File: src/hdl/v4fk_pkg.sv
package v4fk_pkg;

    localparam int OFFSET_WIDTH = 16;
    localparam int LEN_EXT_W    = 33;

    localparam logic [15:0] ETYPE_IPV4  = 16'h0800;
    localparam logic [15:0] FRAG_MF     = 16'h2000;
    localparam logic [15:0] FRAG_OFFSET = 16'h1fff;
    localparam logic [3:0]  IP_VERSION  = 4'd4;
    localparam logic [7:0]  PROTO_TCP   = 8'd6;
    localparam logic [7:0]  PROTO_UDP   = 8'd17;

    localparam int ETH_HDR_LEN = 14;
    localparam int IP_MIN_LEN  = 20;
    localparam int TCP_HDR_LEN = 20;
    localparam int UDP_HDR_LEN = 8;

    localparam int POS_ETYPE_HI = 12;
    localparam int POS_ETYPE_LO = 13;
    localparam int POS_VER_IHL  = 14;
    localparam int POS_FRAG_HI  = 20;
    localparam int POS_FRAG_LO  = 21;
    localparam int POS_PROTO    = 23;
    localparam int POS_SRC_LO   = 26;
    localparam int POS_SRC_HI   = 29;
    localparam int POS_DST_LO   = 30;
    localparam int POS_DST_HI   = 33;

    localparam int S_TDATA_W = 8;
    localparam int M_TDATA_W = 128;

    typedef logic [OFFSET_WIDTH-1:0] t_offset;

    localparam t_offset OFFSET_MAX = '1;

    typedef enum logic [2:0] {
        ST_TCP   = 3'd0,
        ST_UDP   = 3'd1,
        ST_PARSE = 3'd2,
        ST_ETH   = 3'd3,
        ST_IP    = 3'd4,
        ST_FRAG  = 3'd5
    } t_status;

    typedef struct packed {
        t_offset     len;
        logic [15:0] ether_type;
        logic [7:0]  ver_ihl;
        logic [15:0] frag;
        logic [7:0]  proto;
        logic [31:0] src;
        logic [31:0] dst;
        logic [31:0] ports;
    } t_hdr;

    typedef struct packed {
        logic [15:0] frame_length;
        logic [15:0] dest_port;
        logic [15:0] source_port;
        logic [7:0]  protocol_number;
        logic [31:0] dest_address;
        logic [31:0] source_address;
        logic        ipv4_parsed;
        t_status     status;
    } t_verdict;

endpackage

File: src/hdl/v4fk_capture.sv
module v4fk_capture (
    input  logic           i_clk,
    input  logic           i_rst_n,
    input  logic           i_accept,
    input  logic [7:0]     i_byte,
    input  logic           i_last,
    output v4fk_pkg::t_hdr o_hdr
);
    import v4fk_pkg::*;

    t_hdr        r_hdr;
    t_hdr        n_hdr;
    t_offset     pos;
    logic [7:0]  l4_start;
    logic [7:0]  l4_end;

    assign pos      = r_hdr.len;
    assign l4_start = 8'(ETH_HDR_LEN) + {2'b00, r_hdr.ver_ihl[3:0], 2'b00};
    assign l4_end   = l4_start + 8'd4;

    always_comb begin
        n_hdr = r_hdr;
        if (pos == t_offset'(POS_ETYPE_HI) || pos == t_offset'(POS_ETYPE_LO)) begin
            n_hdr.ether_type = {r_hdr.ether_type[7:0], i_byte};
        end else if (pos == t_offset'(POS_VER_IHL)) begin
            n_hdr.ver_ihl = i_byte;
        end else if (pos == t_offset'(POS_FRAG_HI) || pos == t_offset'(POS_FRAG_LO)) begin
            n_hdr.frag = {r_hdr.frag[7:0], i_byte};
        end else if (pos == t_offset'(POS_PROTO)) begin
            n_hdr.proto = i_byte;
        end else if (pos >= t_offset'(POS_SRC_LO) && pos <= t_offset'(POS_SRC_HI)) begin
            n_hdr.src = {r_hdr.src[23:0], i_byte};
        end else if (pos >= t_offset'(POS_DST_LO) && pos <= t_offset'(POS_DST_HI)) begin
            n_hdr.dst = {r_hdr.dst[23:0], i_byte};
        end
        if (pos > t_offset'(ETH_HDR_LEN) && pos >= t_offset'(l4_start)
                && pos < t_offset'(l4_end)) begin
            n_hdr.ports = {r_hdr.ports[23:0], i_byte};
        end
        if (r_hdr.len != OFFSET_MAX) begin
            n_hdr.len = r_hdr.len + t_offset'(1);
        end
    end

    assign o_hdr = n_hdr;

    always_ff @(posedge i_clk) begin
        if (!i_rst_n) begin
            r_hdr <= '0;
        end else if (i_accept) begin
            if (i_last) begin
                r_hdr <= '0;
            end else begin
                r_hdr <= n_hdr;
            end
        end
    end

endmodule

File: src/hdl/v4fk_verdict.sv
module v4fk_verdict (
    input  logic               i_clk,
    input  logic               i_rst_n,
    input  logic               i_load,
    input  logic               i_take,
    input  v4fk_pkg::t_hdr     i_hdr,
    output logic               o_valid,
    output v4fk_pkg::t_verdict o_verdict
);
    import v4fk_pkg::*;

    t_verdict               r_verdict;
    t_verdict               n_verdict;
    logic                   r_valid;
    logic [LEN_EXT_W-1:0]   len;
    logic [LEN_EXT_W-1:0]   ihl4;
    logic [LEN_EXT_W-1:0]   ip_end;

    assign len    = LEN_EXT_W'(i_hdr.len);
    assign ihl4   = LEN_EXT_W'({i_hdr.ver_ihl[3:0], 2'b00});
    assign ip_end = LEN_EXT_W'(ETH_HDR_LEN) + ihl4;

    always_comb begin
        n_verdict = '0;
        n_verdict.frame_length = (len > LEN_EXT_W'(16'hffff)) ? 16'hffff : len[15:0];
        if (len < LEN_EXT_W'(ETH_HDR_LEN)) begin
            n_verdict.status = ST_PARSE;
        end else if (i_hdr.ether_type != ETYPE_IPV4) begin
            n_verdict.status = ST_ETH;
        end else if (len < LEN_EXT_W'(ETH_HDR_LEN + IP_MIN_LEN)) begin
            n_verdict.status = ST_PARSE;
        end else if (i_hdr.ver_ihl[7:4] != IP_VERSION) begin
            n_verdict.status = ST_IP;
        end else if ((i_hdr.frag & (FRAG_MF | FRAG_OFFSET)) != 16'h0000) begin
            n_verdict.status = ST_FRAG;
        end else if (ihl4 < LEN_EXT_W'(IP_MIN_LEN)) begin
            n_verdict.status = ST_PARSE;
        end else if (len < ip_end) begin
            n_verdict.status = ST_PARSE;
        end else begin
            n_verdict.ipv4_parsed     = 1'b1;
            n_verdict.source_address  = i_hdr.src;
            n_verdict.dest_address    = i_hdr.dst;
            n_verdict.protocol_number = i_hdr.proto;
            if (i_hdr.proto == PROTO_TCP) begin
                if (len < ip_end + LEN_EXT_W'(TCP_HDR_LEN)) begin
                    n_verdict.status = ST_PARSE;
                end else begin
                    n_verdict.status      = ST_TCP;
                    n_verdict.source_port = i_hdr.ports[31:16];
                    n_verdict.dest_port   = i_hdr.ports[15:0];
                end
            end else if (i_hdr.proto == PROTO_UDP) begin
                if (len < ip_end + LEN_EXT_W'(UDP_HDR_LEN)) begin
                    n_verdict.status = ST_PARSE;
                end else begin
                    n_verdict.status      = ST_UDP;
                    n_verdict.source_port = i_hdr.ports[31:16];
                    n_verdict.dest_port   = i_hdr.ports[15:0];
                end
            end else begin
                n_verdict.status = ST_IP;
            end
        end
    end

    always_ff @(posedge i_clk) begin
        if (!i_rst_n) begin
            r_valid <= 1'b0;
        end else if (i_load) begin
            r_valid <= 1'b1;
        end else if (i_take) begin
            r_valid <= 1'b0;
        end
    end

    always_ff @(posedge i_clk) begin
        if (i_load) begin
            r_verdict <= n_verdict;
        end
    end

    assign o_valid   = r_valid;
    assign o_verdict = r_verdict;

endmodule

File: src/hdl/ipv4_flow_key_parser.sv
// IPv4 flow key parser.
// Slave side: one Ethernet frame byte per request on s_tdata, starting at the
// destination MAC address, with s_tlast on the final byte of the frame.
// Master side: one verdict per frame, on m_tdata, carrying the status, the
// IPv4 addresses and protocol, the L4 ports and the frame length.
// The verdict is presented in the cycle after the last byte is taken.
// Throughput: one byte per cycle unless a final byte is held back, including
// the next frame's first byte right behind the previous frame's last byte.
// Header fields are captured on the fly by a byte counter and compared
// against the header positions (L4 ports via the IHL); the verdict is made in
// the same cycle as the last byte and held in the output register.
// Stall: while a verdict waits on m_tready, non-final bytes are still
// taken; only a final byte is held back until the waiting verdict leaves.
// Reset (synchronous, active low) clears the byte counter, the captured
// fields and the output valid; the block takes bytes in the next cycle.
module ipv4_flow_key_parser (
    input  logic                               i_clk,
    input  logic                               i_rst_n,
    input  logic                               s_tvalid,
    output logic                               s_tready,
    input  logic [v4fk_pkg::S_TDATA_W-1:0]     s_tdata,  // [7:0] pkt_byte
    input  logic                               s_tlast,  // last_byte
    output logic                               m_tvalid,
    input  logic                               m_tready,
    // [2:0] status, [3] ipv4_parsed, [35:4] source_address,
    // [67:36] dest_address, [75:68] protocol_number, [91:76] source_port,
    // [107:92] dest_port, [123:108] frame_length, [127:124] zero
    output logic [v4fk_pkg::M_TDATA_W-1:0]     m_tdata
);
    import v4fk_pkg::*;

    logic     accept;
    t_hdr     hdr;
    t_verdict verdict;

    assign s_tready = !s_tlast || !m_tvalid || m_tready;
    assign accept   = s_tvalid && s_tready;

    v4fk_capture u_capture (
        .i_clk    (i_clk),
        .i_rst_n  (i_rst_n),
        .i_accept (accept),
        .i_byte   (s_tdata),
        .i_last   (s_tlast),
        .o_hdr    (hdr)
    );

    v4fk_verdict u_verdict (
        .i_clk     (i_clk),
        .i_rst_n   (i_rst_n),
        .i_load    (accept && s_tlast),
        .i_take    (m_tready),
        .i_hdr     (hdr),
        .o_valid   (m_tvalid),
        .o_verdict (verdict)
    );

    assign m_tdata = M_TDATA_W'(verdict);

endmodule

File: config.mk
export PLATFORM = sky130hd
export DESIGN_NAME = ipv4_flow_key_parser
export DESIGN_NICKNAME = d
export VERILOG_FILES = /design/src/hdl/v4fk_pkg.sv /design/src/hdl/v4fk_capture.sv /design/src/hdl/v4fk_verdict.sv /design/src/hdl/ipv4_flow_key_parser.sv
export SDC_FILE = /design/constraint.sdc
export NUM_CORES = 1
export LEC_CHECK = 0
export ABC_AREA = 0
export BUFFER_PORTS_ARGS = -buffer_cell sky130_fd_sc_hd__buf_2
export CAP_MARGIN = 20
export CORE_ASPECT_RATIO = 0.9
export CORE_MARGIN = 3
export CORE_UTILIZATION = 45
export DETAILED_ROUTE_END_ITERATION = 8
export PLACE_DENSITY = 0.66
export SYNTH_ARGS = -nofsm -noshare
export SYNTH_HDL_FRONTEND = slang
export SYNTH_HIERARCHICAL = 1
export SYNTH_SLANG_ARGS = --single-unit
File: constraint.sdc
create_clock -name i_clk -period 9.2 [get_ports i_clk]
set_clock_uncertainty 0.1 [all_clocks]
set_input_delay 1.84 -clock i_clk [delete_from_list [all_inputs] [get_ports i_clk]]
set_output_delay 1.84 -clock i_clk [all_outputs]
set_load 0.05 [all_outputs]
==> results.yml <==
status:
  status: "completed"
route:
  vias_per_cell: 5.75
  dr.pass1.iters: 5
  wl_mm: 33.3
  detail-route-antenna-nets: 0
  drt_iter0_drc: 910
  drc: 0
  wl_per_cell_um: 19.1
  num_vias: 10045
cts:
  clockBufferDepth: 3
  tritoncts: "built"
  cts.sinks: 283
  cts_buffers: 29
  cts_root_buf: "clkbuf_16"
  htree_levels: 1
  cts_setup_buffers: 0
  ctsHoldBuffers: 0
  clk_pin_slew_ns: 0.06
  cts_resized: 0
  insertion_delay_ns: 0.55
cells_and_area:
  areaGrowthSynthToFinish_pct: 13.5
  fin_area_mm2: 0.0154
  drive_gt1_share_pct: 26.9
  utilization_pct: 52.5
  finalNetCount: 1377
sta:
  finalHoldViolCount: 0
  layout_min_cycle_time_ns: 6.14
  setup_slack_ns: 3.06
  slew_viol_final: 0
  relSlewSlack_pct: 26.0
  fmax_ghz: 0.163
  rsz0062_at_grt: "false"
  setup_tns_ns: 0
  setup_viol: 0
  finalCritPeriodShare_pct: 66.7
  worst_slew_pin_slew_ns: 1.11
global_route:
  grt_max_degree: 104
  first_global_vias: 9600
  antenna_found_initial: 2
  grt_overflow: 0
  grt_pass1_wl_mm: 52.8
  groute.usage.overall_pct: 20.0
power:
  p_leak_nw: 5.75
  total_power_w: 0.00270
  irDropWorstVdd_v: 0.000171
  power_density_mw_per_mm2: 175
floorplan:
  fp.dieW_um: 189
  chipHeight_um: 171
  die-area_mm2: 0.0322
  rows: 59
  pin_count: 143
  core_area_mm2: 0.0293
  start_util_pct: 46.3
hold_path:
  min_from: "u_capture/r_hdr[59]"
  hold_depth: 2
  min_to: "u_capture/r_hdr[59]"
  min_path_type: "register to register"
placement:
  gp_congestion: 0.893
  hpwl_mm: 21.1
  placed_area_mm2: 0.0144
  detailedPlace.worstSlack_ns: 3.12
  io_buffers: 138
critical_path:
  rr_endpoint: "u_verdict/o_verdict[50]"
  worstReg2RegStart: "u_capture/pos[8]"
  crit_type: "register to register"
  path_max_fanout: 73
  r2r_slack_ns: 3.06
  required_ns: 9.37
  setup.worst_path.end_class: "register"
  crit_arrival_ns: 6.32
  reg2regPathDepth: 17
  cp-start-kind: "register"
synthesis:
  syn_avg_cell_area_um2: 11.0
  yosysWarnings: 6
  syn_inst: 1238
  syn_area_mm2: 0.0136
job:
  maxCapViolations: 0
==> state kept, by name, indices dropped and copies added (netlist names) <==
name                 cells
u_verdict/o_valid        1
u_capture/pos           16
u_capture/r_hdr        142
u_verdict/o_verdict    124
==> how the worst max path moves through the flow <==
stage | from | to | slack (ns)
after floorplan | m_tready | u_verdict/o_verdict[0] | 0.55
after global placement | s_tdata[0] | u_verdict/o_verdict[26] | 3.26
after detailed placement | s_tdata[0] | u_verdict/o_verdict[50] | 3.12
after CTS | u_capture/pos[8] | u_verdict/o_verdict[20] | 3.12
after global routing | u_capture/pos[8] | u_verdict/o_verdict[25] | 2.66
final | u_capture/pos[8] | u_verdict/o_verdict[50] | 3.06
==> worst max-delay path, cell delays in order (launching register included) <==
cell,delay (ns)
dfxtp_1,0.37
or4_1,0.57
nor2_1,0.30
nand3_1,0.23
nor2_1,0.61
nand2_1,0.10
o21ai_0,0.26
inv_1,0.20
ha_1,0.29
xnor2_1,0.31
inv_1,0.14
ha_1,0.29
and3b_1,0.17
o221ai_1,0.15
a21oi_1,0.13
o211ai_4,0.79
inv_4,0.45
and2_1,0.33
==> placed cells by master (no fill, tap or decap), types with 24 or more instances in the layout <==
cell type / n
a21oi_1: 31
a22oi_1: 40
a32oi_1: 24
and2_1: 74
buf_2: 138
clkbuf_16: 29
dfxtp_1: 159
edfxtp_1: 124
ha_1: 38
mux2_2: 144
nand2_1: 89
nand3_1: 25
nor2_1: 92
nor3b_1: 32
o22ai_1: 64
==> layer usage <==
layer	track usage (%)	vias to the layer above	wire, µm
met3	2.85	41	1860
met5	0	-	0
met1	30.5	4938	16200
met4	4.73	0	628
li1	-	4788	-
met2	30.2	278	14600
==> final cells by class <==
type | count | area [µm²]
timing repair buffer | 152 | 816
antenna | 2 | 5.00
sequential | 283 | 6910
tap | 396 | 495
inverter | 21 | 81.3
fill | 2634 | 13900
clock inverter | 12 | 135
multi-input combinational | 839 | 6140
clock buffer | 41 | 811
==> through the flow <==
step,hold WS (ns),std cells
finish,0.368,1746
global route,0.381,1746
CTS,0.370,1742
detailed placement,0.358,1689
global placement,0.352,1689
floorplan,0.343,1241
==> where the power goes <==
| part | total [W] | switching [W] | internal (W) | leakage [nW] |
|---|---|---|---|---|
| registers | 0.00134 | 0.00000891 | 0.00133 | 2.40 |
| logic | 0.000184 | 0.000157 | 0.0000269 | 2.88 |
| clock network | 0.00117 | 0.000477 | 0.000695 | 0.467 |
| total | 0.00270 | 0.000643 | 0.00205 | 5.75 |
(Power assumes the default switching activity.)
